**config.mk**
```make
export PLATFORM = sky130hd
export DESIGN_NAME = masked_byte_pattern_search
export DESIGN_NICKNAME = d
export VERILOG_FILES = /design/src/rtl/mbps_pkg.sv /design/src/rtl/masked_byte_pattern_search.sv /design/src/rtl/mbps_cell.sv /design/src/rtl/mbps_chain.sv
export SDC_FILE = /design/constraint.sdc
export NUM_CORES = 2
export LEC_CHECK = 0
export BUFFER_PORTS_ARGS = -buffer_cell sky130_fd_sc_hd__clkbuf_2
export CORE_UTILIZATION = 45
export DETAILED_ROUTE_END_ITERATION = 12
export MAX_ROUTING_LAYER = met4
export PLACE_DENSITY = 0.6
export SYNTH_ARGS = -nofsm -noshare
export SYNTH_HDL_FRONTEND = slang
export SYNTH_SLANG_ARGS = --single-unit
export TNS_END_PERCENT = 100
```
**constraint.sdc**
```tcl
create_clock -name clk -period 5.6 [get_ports clk]
set_input_delay 1.68 -clock clk [delete_from_list [all_inputs] [get_ports clk]]
set_output_delay 1.68 -clock clk [all_outputs]
set_load 0.005 [all_outputs]
```
**src/rtl/mbps_pkg.sv**
```systemverilog
// ----------------------------------------------------------------------------
// mbps_pkg
// shared types and constants of the masked byte pattern search
// ----------------------------------------------------------------------------
package mbps_pkg;

    // default sizes
    localparam int MAX_PATTERN_DEF = 64;
    localparam int OFFSET_BITS_DEF = 48;

    // fixed field widths
    localparam int BYTE_W    = 8;
    localparam int INDEX_W   = 6;
    localparam int PLEN_W    = 7;
    localparam int APB_DATA_W = 64;
    localparam int APB_ADDR_W = 5;

    // operation codes
    localparam logic OP_LOAD = 1'b0;
    localparam logic OP_DATA = 1'b1;

    // register indexes (byte address is 8 * index)
    localparam logic [1:0] REG_PATTERN_LENGTH = 2'd0;
    localparam logic [1:0] REG_START_OFFSET   = 2'd1;
    localparam logic [1:0] REG_END_OFFSET     = 2'd2;

    // broadcast from the top level to every cell of the chain
    typedef struct packed {
        logic              load;       // write the selected cell
        logic              shift;      // advance the chain by one data byte
        logic [BYTE_W-1:0] byte_value; // pattern byte or stream byte
        logic              care;       // compare flag for a load
    } mbps_bcast_t;

endpackage

```
**src/rtl/masked_byte_pattern_search.sv**
```systemverilog
// ----------------------------------------------------------------------------
// masked_byte_pattern_search
// wildcard byte pattern search over a byte stream with absolute offsets
// ----------------------------------------------------------------------------
//  channel | direction | handshake        | payload
//  --------+-----------+------------------+-----------------------------------------
//  in      | input     | in_valid/in_stall | op, pattern_index, byte_value, care
//  out     | output    | out_valid/out_stall | found, first_offset, last_offset, finished
//  cfg     | input     | apb psel/penable | pattern_length, start_offset, end_offset
//
//  one transaction per cycle while in_stall is low; a data byte's result appears in
//  the cycle after it is taken, set by the output register
//  a load transaction gives no result
//  reset clears the match chain, byte count, offsets and done flag; pattern
//  entries stay undefined until loaded
//  in_stall rises while a result sits in the output register and out_stall is high
// ----------------------------------------------------------------------------
module masked_byte_pattern_search #(
    parameter int MAX_PATTERN = mbps_pkg::MAX_PATTERN_DEF,
    parameter int OFFSET_BITS = mbps_pkg::OFFSET_BITS_DEF
) (
    input  logic                            clk,
    input  logic                            rst_n,
    // input channel
    input  logic                            in_valid,
    output logic                            in_stall,
    input  logic                            op,
    input  logic [mbps_pkg::INDEX_W-1:0]    pattern_index,
    input  logic [mbps_pkg::BYTE_W-1:0]     byte_value,
    input  logic                            care,
    // output channel
    output logic                            out_valid,
    input  logic                            out_stall,
    output logic                            found,
    output logic [OFFSET_BITS-1:0]          first_offset,
    output logic [OFFSET_BITS-1:0]          last_offset,
    output logic                            finished,
    // configuration port
    input  logic                            psel,
    input  logic                            penable,
    input  logic                            pwrite,
    input  logic [mbps_pkg::APB_ADDR_W-1:0] paddr,
    input  logic [mbps_pkg::APB_DATA_W-1:0] pwdata,
    output logic [mbps_pkg::APB_DATA_W-1:0] prdata,
    output logic                            pready
);
    import mbps_pkg::*;

    localparam int LEN_W = $clog2(MAX_PATTERN + 1);
    localparam int IDX_W = (MAX_PATTERN > 1) ? $clog2(MAX_PATTERN) : 1;
    localparam int CL_W  = ((LEN_W > PLEN_W) ? LEN_W : PLEN_W) + 1;

    // configuration registers
    logic [PLEN_W-1:0]      pattern_length_reg, pattern_length_next;
    logic [OFFSET_BITS-1:0] start_offset_reg,   start_offset_next;
    logic [OFFSET_BITS-1:0] end_offset_reg,     end_offset_next;

    // scan state
    logic [OFFSET_BITS-1:0] bytes_seen_reg, bytes_seen_next;
    logic [OFFSET_BITS-1:0] offset_reg,     offset_next;
    logic                   scan_done_reg,  scan_done_next;

    // output register
    logic                   out_valid_reg,    out_valid_next;
    logic                   found_reg,        found_next;
    logic [OFFSET_BITS-1:0] first_offset_reg, first_offset_next;
    logic [OFFSET_BITS-1:0] last_offset_reg,  last_offset_next;
    logic                   finished_reg,     finished_next;

    logic                   in_take;
    logic                   out_take;
    logic                   data_take;
    logic                   scan_take;
    logic                   cfg_wr;
    logic [1:0]             cfg_idx;
    logic                   start_wr;
    logic [LEN_W-1:0]       len_eff;
    logic [IDX_W-1:0]       len_last;
    logic                   at_end;
    logic                   hit;
    logic [OFFSET_BITS-1:0] offset_inc;
    mbps_bcast_t            bcast;

    // ---------------- handshakes ----------------
    // a result waiting under stall blocks the next transaction
    assign in_stall  = out_valid_reg && out_stall;
    assign in_take   = in_valid && !in_stall;
    assign out_take  = out_valid_reg && !out_stall;
    assign data_take = in_take && (op == OP_DATA);
    // bytes after the end give a result but leave the state alone
    assign scan_take = data_take && !scan_done_reg;

    // ---------------- configuration port ----------------
    assign pready   = 1'b1;
    assign cfg_wr   = psel && penable && pwrite && pready;
    assign cfg_idx  = paddr[APB_ADDR_W-1:3];
    assign start_wr = cfg_wr && (cfg_idx == REG_START_OFFSET);

    always_comb
    begin
        pattern_length_next = pattern_length_reg;
        start_offset_next   = start_offset_reg;
        end_offset_next     = end_offset_reg;
        if (cfg_wr)
        begin
            unique case (cfg_idx)
                REG_PATTERN_LENGTH: pattern_length_next = pwdata[PLEN_W-1:0];
                REG_START_OFFSET:   start_offset_next   = pwdata[OFFSET_BITS-1:0];
                REG_END_OFFSET:     end_offset_next     = pwdata[OFFSET_BITS-1:0];
                default:            ; // addresses past the list are ignored
            endcase
        end
    end

    always_comb
    begin
        unique case (cfg_idx)
            REG_PATTERN_LENGTH: prdata = APB_DATA_W'(pattern_length_reg);
            REG_START_OFFSET:   prdata = APB_DATA_W'(start_offset_reg);
            REG_END_OFFSET:     prdata = APB_DATA_W'(end_offset_reg);
            default:            prdata = '0;
        endcase
    end

    // ---------------- effective pattern length ----------------
    // zero acts as one, anything above the chain length as the full chain
    always_comb
    begin
        priority if (pattern_length_reg == '0)
        begin
            len_eff = LEN_W'(1);
        end
        else if (CL_W'(pattern_length_reg) > CL_W'(MAX_PATTERN))
        begin
            len_eff = LEN_W'(MAX_PATTERN);
        end
        else
        begin
            len_eff = LEN_W'(pattern_length_reg);
        end
    end

    assign len_last = IDX_W'(len_eff - LEN_W'(1));

    // ---------------- chain broadcast ----------------
    always_comb
    begin
        bcast.load       = in_take && (op == OP_LOAD);
        bcast.shift      = scan_take;
        bcast.byte_value = byte_value;
        bcast.care       = care;
    end

    mbps_chain #(
        .MAX_PATTERN (MAX_PATTERN),
        .LEN_W       (LEN_W),
        .IDX_W       (IDX_W)
    ) u_chain (
        .clk        (clk),
        .rst_n      (rst_n),
        .bcast      (bcast),
        .load_index (pattern_index),
        .len_eff    (len_eff),
        .len_last   (len_last),
        .hit        (hit)
    );

    // ---------------- offset tracking ----------------
    // offset_reg = start_offset + bytes_seen unless start_wr and scan_take coincide
    assign offset_inc = offset_reg + OFFSET_BITS'(1);
    assign at_end     = (offset_reg >= end_offset_reg);

    always_comb
    begin
        bytes_seen_next = bytes_seen_reg;
        offset_next     = offset_reg;
        scan_done_next  = scan_done_reg;
        if (scan_take)
        begin
            bytes_seen_next = bytes_seen_reg + OFFSET_BITS'(1);
            offset_next     = offset_inc;
            if (at_end)
            begin
                scan_done_next = 1'b1;
            end
        end
        // a new start rebases the running offset on the bytes already seen
        if (start_wr)
        begin
            offset_next = pwdata[OFFSET_BITS-1:0] + bytes_seen_reg;
        end
    end

    // ---------------- result register ----------------
    always_comb
    begin
        out_valid_next    = out_valid_reg;
        found_next        = found_reg;
        first_offset_next = first_offset_reg;
        last_offset_next  = last_offset_reg;
        finished_next     = finished_reg;
        if (out_take)
        begin
            out_valid_next = 1'b0;
        end
        if (data_take)
        begin
            out_valid_next = 1'b1;
            if (scan_done_reg)
            begin
                found_next        = 1'b0;
                first_offset_next = '0;
                last_offset_next  = '0;
                finished_next     = 1'b1;
            end
            else
            begin
                found_next        = hit;
                first_offset_next = hit ? (offset_reg - OFFSET_BITS'(len_last)) : '0;
                last_offset_next  = hit ? offset_reg : '0;
                finished_next     = at_end;
            end
        end
    end

    always_ff @(posedge clk or negedge rst_n)
    begin
        if (!rst_n)
        begin
            pattern_length_reg <= PLEN_W'(1);
            start_offset_reg   <= '0;
            end_offset_reg     <= '0;
            bytes_seen_reg     <= '0;
            offset_reg         <= '0;
            scan_done_reg      <= 1'b0;
            out_valid_reg      <= 1'b0;
        end
        else
        begin
            pattern_length_reg <= pattern_length_next;
            start_offset_reg   <= start_offset_next;
            end_offset_reg     <= end_offset_next;
            bytes_seen_reg     <= bytes_seen_next;
            offset_reg         <= offset_next;
            scan_done_reg      <= scan_done_next;
            out_valid_reg      <= out_valid_next;
        end
    end

    // payload of the result register needs no reset
    always_ff @(posedge clk)
    begin
        found_reg        <= found_next;
        first_offset_reg <= first_offset_next;
        last_offset_reg  <= last_offset_next;
        finished_reg     <= finished_next;
    end

    assign out_valid    = out_valid_reg;
    assign found        = found_reg;
    assign first_offset = first_offset_reg;
    assign last_offset  = last_offset_reg;
    assign finished     = finished_reg;

    // ---------------- assertions ----------------
    // the scan stays finished until reset
    a_done_sticky: assert property (@(posedge clk) disable iff (!rst_n)
        scan_done_reg |=> scan_done_reg)
        else $error("scan done flag cleared");

    // finishing is reported with the byte that reached the end
    a_done_report: assert property (@(posedge clk) disable iff (!rst_n)
        $rose(scan_done_reg) |-> (out_valid_reg && finished_reg))
        else $error("end of scan not reported");

    // the running offset steps by one per scanned byte
    a_offset_step: assert property (@(posedge clk) disable iff (!rst_n)
        (scan_take && !start_wr) |=> (offset_reg == $past(offset_inc)))
        else $error("offset did not advance by one");

endmodule

```
**src/rtl/mbps_cell.sv**
```systemverilog
// ----------------------------------------------------------------------------
// mbps_cell
// one pattern position: stored byte, compare flag and partial match bit
// ----------------------------------------------------------------------------
module mbps_cell (
    input  logic                clk,
    input  logic                rst_n,
    input  mbps_pkg::mbps_bcast_t bcast,
    input  logic                sel,
    input  logic                active,
    input  logic                prev_match,
    output logic                match_next,
    output logic                match_q
);
    import mbps_pkg::*;

    logic [BYTE_W-1:0] pat_byte_reg;
    logic              care_reg;
    logic              match_reg;

    // pattern storage, undefined until loaded
    always_ff @(posedge clk)
    begin
        if (bcast.load && sel)
        begin
            pat_byte_reg <= bcast.byte_value;
            care_reg     <= bcast.care;
        end
    end

    assign match_next = prev_match && active
                        && (!care_reg || (pat_byte_reg == bcast.byte_value));

    always_ff @(posedge clk or negedge rst_n)
    begin
        if (!rst_n)
        begin
            match_reg <= 1'b0;
        end
        else if (bcast.shift)
        begin
            match_reg <= match_next;
        end
    end

    assign match_q = match_reg;

endmodule

```
**src/rtl/mbps_chain.sv**
```systemverilog
// ----------------------------------------------------------------------------
// mbps_chain
// row of pattern cells forming the shift-and match chain
// ----------------------------------------------------------------------------
module mbps_chain #(
    parameter int MAX_PATTERN = mbps_pkg::MAX_PATTERN_DEF,
    parameter int LEN_W       = $clog2(MAX_PATTERN + 1),
    parameter int IDX_W       = (MAX_PATTERN > 1) ? $clog2(MAX_PATTERN) : 1
) (
    input  logic                         clk,
    input  logic                         rst_n,
    input  mbps_pkg::mbps_bcast_t        bcast,
    input  logic [mbps_pkg::INDEX_W-1:0] load_index,
    input  logic [LEN_W-1:0]             len_eff,
    input  logic [IDX_W-1:0]             len_last,
    output logic                         hit
);
    import mbps_pkg::*;

    localparam int CMP_W = (IDX_W > INDEX_W) ? IDX_W : INDEX_W;

    logic [MAX_PATTERN-1:0] prev_vec;
    logic [MAX_PATTERN-1:0] match_next_vec;
    logic [MAX_PATTERN-1:0] match_q_vec;

    genvar i;
    generate
        for (i = 0; i < MAX_PATTERN; i++)
        begin : g_cell
            logic sel;
            logic active;

            assign sel    = (CMP_W'(load_index) == CMP_W'(i));
            assign active = (LEN_W'(i) < len_eff);

            // position 0 always starts a new candidate
            if (i == 0)
            begin : g_head
                assign prev_vec[i] = 1'b1;
            end
            else
            begin : g_link
                assign prev_vec[i] = match_q_vec[i-1];
            end

            mbps_cell u_cell (
                .clk        (clk),
                .rst_n      (rst_n),
                .bcast      (bcast),
                .sel        (sel),
                .active     (active),
                .prev_match (prev_vec[i]),
                .match_next (match_next_vec[i]),
                .match_q    (match_q_vec[i])
            );
        end
    endgenerate

    // the last position in use completes a match
    assign hit = match_next_vec[len_last];

    // chain holds when no data byte is taken
    a_hold: assert property (@(posedge clk) disable iff (!rst_n)
        !bcast.shift |=> $stable(match_q_vec))
        else $error("match chain moved without a data byte");

    // a reported hit leaves the last position set
    a_hit_kept: assert property (@(posedge clk) disable iff (!rst_n)
        (bcast.shift && hit) |=> match_q_vec[$past(len_last)])
        else $error("hit not stored in the chain");

    // load and shift come from different operations
    a_excl: assert property (@(posedge clk) disable iff (!rst_n)
        !(bcast.load && bcast.shift))
        else $error("load and shift in the same cycle");

endmodule

```
==> impl_summary.md <==
Power and ir drop
In this run the power density over the cells is 356 nW/µm². The leakage dissipation is 0.0194 µW. The worst-case IR drop observed on VDD is 0.312 mV.

Synth
The post-synthesis mux area share is 0.00706. The average instance in the mapped netlist occupies 11.9 µm². Of the post-synthesis cell area, the dominant cell type holds 0.450. Synthesis inferred 938 register bits. Of the total synthesized cell area, the portion taken by XOR and XNOR cells is 0.134.

After synthesis the cells add up to 45000 µm². The complex-gate fraction of the synthesized area is 0.0792. The fraction of the mapped netlist area in adder cells is 0.0298. The combinational family with the most area after synthesis is XOR/XNOR gates. In this run, synthesis inferred 674 flip-flops with an integrated enable. The share of the Yosys chip area taken by registers is 0.597. After synthesis, the netlist uses 93 different library cells. The cell type contributing the most total cell area after synthesis is edfxtp_1. The most used flip-flop cell after synthesis is edfxtp_1. After synthesis, the cell types taking the most area are edfxtp_1 45%, dfrtp_1 15%, xnor2_1 10%.

After synthesis, the share of flip-flops with an asynchronous set or reset is 0.281. The area share of and/or/nand/nor cells after synthesis is 0.123. The count of synthesis-stage warnings from yosys is 0. Synthesis produced 3774 cells.

Layout
The register with the most flip-flops in the layout has 512 of them. The relative area change from synthesis to final layout is 14.5%. The final layout contains 4258 nets. The share of final-layout standard cells stronger than drive strength 1 is 0.139. The layout has 8620 filler cells.

STA
The pin slew with the least headroom to its limit is 1.17 ns. The final number of hold-violating endpoints was 0. The final max-slew violation count came to 0. Measured against its own limit, the worst slew margin works out to 0.216.

The summed negative setup slack over all endpoints is 0 ns. Timing would allow up to 201 MHz. Setup violations remaining at the end of the flow were counted as 0. The smallest clock period supported by the final layout is computed as 4.98 ns. Clock skew on the completed layout was measured at 0.0229 ns.

Dividing the final minimum period by the clock period gives 0.888. Across all setup checks in the final design, the least slack found is 0.625 ns. Setup repair after global routing left no endpoint under its margin.

Critical path
STA classifies the critical path endpoint as a register. For flop-to-flop paths, the worst setup slack is 0.62 ns. The maximum fanout along the worst path is 7.

For the worst setup path, the data arrival time is 5.49 ns. Walking the worst path, the cells encountered are or2_0 > o21ai_2 > inv_1 > ha_1 > xnor2_2 > inv_1 > ha_1 > a21o_1 > a21oi_1 > o21bai_1 > a21oi_2 > nand2b_1 > or2_1 > nor2_2 > nand2_1 > or4_1 > a21oi_1. In this design, the stage delay of the slowest critical-path cell is 0.47 ns. The data required time of the worst path is 6.12 ns. The most critical setup path has its startpoint at pattern_length_reg[2]. Counting both buffers and inverters, the worst setup path holds a total of 2.

For this design, the slowest cell found on the critical path is or2_1. The cell family contributing the most delay on the critical path is simple AND/OR/NAND/NOR gates. The origin of the critical flop-to-flop path is pattern_length_reg[2].

The worst setup path is launched from a register. The category of the critical setup timing path is reg2reg.

Clock network
The number of clock sinks seen by CTS is 938. After clock tree synthesis, the clock-pin slew on the worst setup and hold paths is 0.06 ns. The buffer levels on the longest clock path is 3.

The TritonCTS clock tree is done. The buffer cell driving the clock tree root is clkbuf_16. The clock insertion delay at the later pin of the skew report is 0.68 ns. The number of buffers created by CTS is 101.

The count of cells resized by post-cts repair is 0. The quantity of hold-fixing buffers added after cts is 0. The H-tree generated during clock tree synthesis spans 3 levels. The number of buffers added for setup after CTS is 0.

Global routing
The number of global-route vias before repair was 29200. The first global-routing pass estimated 177000 µm of wire. Entering global routing, the biggest net connects 111 pins. The initial antenna violation count was 6.

In the global route stage, overall resource usage came out at 0.233. The remaining global-route overflow is 0.

Routing
After detailed routing, the number of vias per cell comes to 5.44. The post-route DRC violation count is 0. Wires add up to 114000 µm. For this block, the initial DRC count from the detailed router was 2341.

In this run the remaining antenna-violating nets after routing total 0. The total via count after detailed routing is 29600. In the final routed layout, each cell accounts on average for 21.0 µm. The total iterations of the first detailed-routing run is 8.

Placement
At the placement stage, the worst setup path has a slack of 0.418 ns. The global placer's final weighted congestion is 0.927. The count of buffers from port buffering is 220.

The detailed-placement wirelength estimate is 78400 µm.

Min path
The min-delay analysis places its worst path in the category reg2reg. The worst hold path begins at u_chain.g_cell[58].u_cell.match_q.

Die
The die outline width is 318 µm. In this run the vertical extent of the chip is 318 µm. The floorplan step defined a die boundary enclosing 101000 µm². After floorplanning, the core was sized to cover 98700 µm².

For this design the top-level I/O count stands at 257. In this run the core area contains 115 standard-cell rows. For this configuration, the core starts out at a cell density of 0.456.

Flow run
The tool flagged a number of max-cap violations equal to 0.

Status
The run finished with clean final reports.
==> worst reg2reg max path, cell delays in order, from the launching register on <==
cell and delay, ns:
dfrtp_1 0.38, or2_0 0.45, o21ai_2 0.27, inv_1 0.08
ha_1 0.31, xnor2_2 0.21, inv_1 0.10, ha_1 0.32
a21o_1 0.19, a21oi_1 0.23, o21bai_1 0.14, a21oi_2 0.27
nand2b_1 0.20, or2_1 0.47, nor2_2 0.43, nand2_1 0.18
or4_1 0.42, a21oi_1 0.17
==> worst paths after layout <==
check / cells past startpoint / to
min reg2reg: 2 / u_chain.g_cell[58].u_cell.match_q
max in group asynchronous: 2 / bytes_seen_reg[7]
min in group asynchronous: 1 / start_offset_reg[11]
max reg2reg: 17 / first_offset[36]
min: 2 / u_chain.g_cell[58].u_cell.match_q
max: 17 / first_offset[36]
==> synthesized netlist by cell type (all sizes together), types with 8 or more instances <==
cell / instances
a211oi: 15
a21o: 42
a21oi: 89
a22o: 42
a31oi: 13
and2: 55
and3: 35
and4: 8
buf: 101
clkbuf: 107
dfrtp: 263
edfxtp: 674
ha: 104
inv: 75
mux2: 10
mux2i: 16
nand2: 462
nand2b: 22
nand3: 80
nand4: 135
nor2: 210
nor2b: 23
nor3: 34
nor4: 38
o211ai: 24
o21a: 10
o21ai: 252
o221ai: 8
o31ai: 10
or2: 10
or3: 18
or4: 11
xnor2: 516
xor2: 174
==> per-layer routing <==
metal	vias up	routed length, µm	global-route usage
met5	-	0	-
met4	0	3360	0.0722
met3	192	6090	0.0338
met2	896	53500	0.367
met1	14500	51300	0.311
li1	14000	-	-
==> report_power, final <==
| part | switching [µW] | leakage (µW) | total [µW] | internal [µW] |
|---|---|---|---|---|
| registers | 417 | 0.00954 | 8380 | 7960 |
| clock network | 2760 | 0.00157 | 6550 | 3790 |
| logic | 2100 | 0.00827 | 3420 | 1320 |
==> logic make-up (layout without fill, tap and decap cells) <==
family / after synthesis / after routing
compound gates: 570 / 570
fa+ha+maj: 106 / 106
xor+xnor: 690 / 690
other cells: 2 / 23
simple gates: 1154 / 1154
buf+inv: 286 / 641
mux: 28 / 28
flops: 938 / 938
==> per-stage QoR <==
stage | cells | util | hold slack [ns] | area, µm² | power [µW]
floorplan | 3789 | - | 0.432 | 45100 | 10600
global placement | 5244 | 0.489 | 0.448 | 48300 | 11900
detailed placement | 5244 | 0.489 | 0.456 | 48300 | 11900
CTS | 5431 | 0.522 | 0.471 | 51500 | 18500
global route | 5435 | 0.522 | 0.485 | 51500 | 19100
finish | 5437 | 0.522 | 0.468 | 51500 | 18300
==> placed cells by master, fill, tap and decap left out, types with 24 or more instances in the layout <==
master / n
edfxtp_1: 674
xnor2_1: 515
nand2_1: 462
dfrtp_1: 263
o21ai_0: 250
clkbuf_2: 211
nor2_1: 207
xor2_1: 174
nand4_1: 135
buf_4: 134
ha_1: 104
clkbuf_16: 103
a21oi_1: 88
nand3_1: 79
inv_1: 74
and2_1: 54
a22o_1: 42
a21o_1: 42
nor4_1: 36
and3_1: 35
nor3_1: 31
clkbuf_1: 25
o211ai_1: 24
==> area by class of cell <==
type / instances / area [µm²] / share of cell area
Inverter: 78 / 297 / 0.00576
Multi-Input combinational cell: 2565 / 16900 / 0.328
Timing Repair Buffer: 376 / 2610 / 0.0506
Tap cell: 1287 / 1610 / 0.0313
Clock buffer: 135 / 2770 / 0.0537
Clock inverter: 52 / 463 / 0.00899
Sequential cell: 938 / 26800 / 0.521
Antenna cell: 6 / 15.0 / 0.000291
Note: power is estimated with default switching activity, not from simulation.
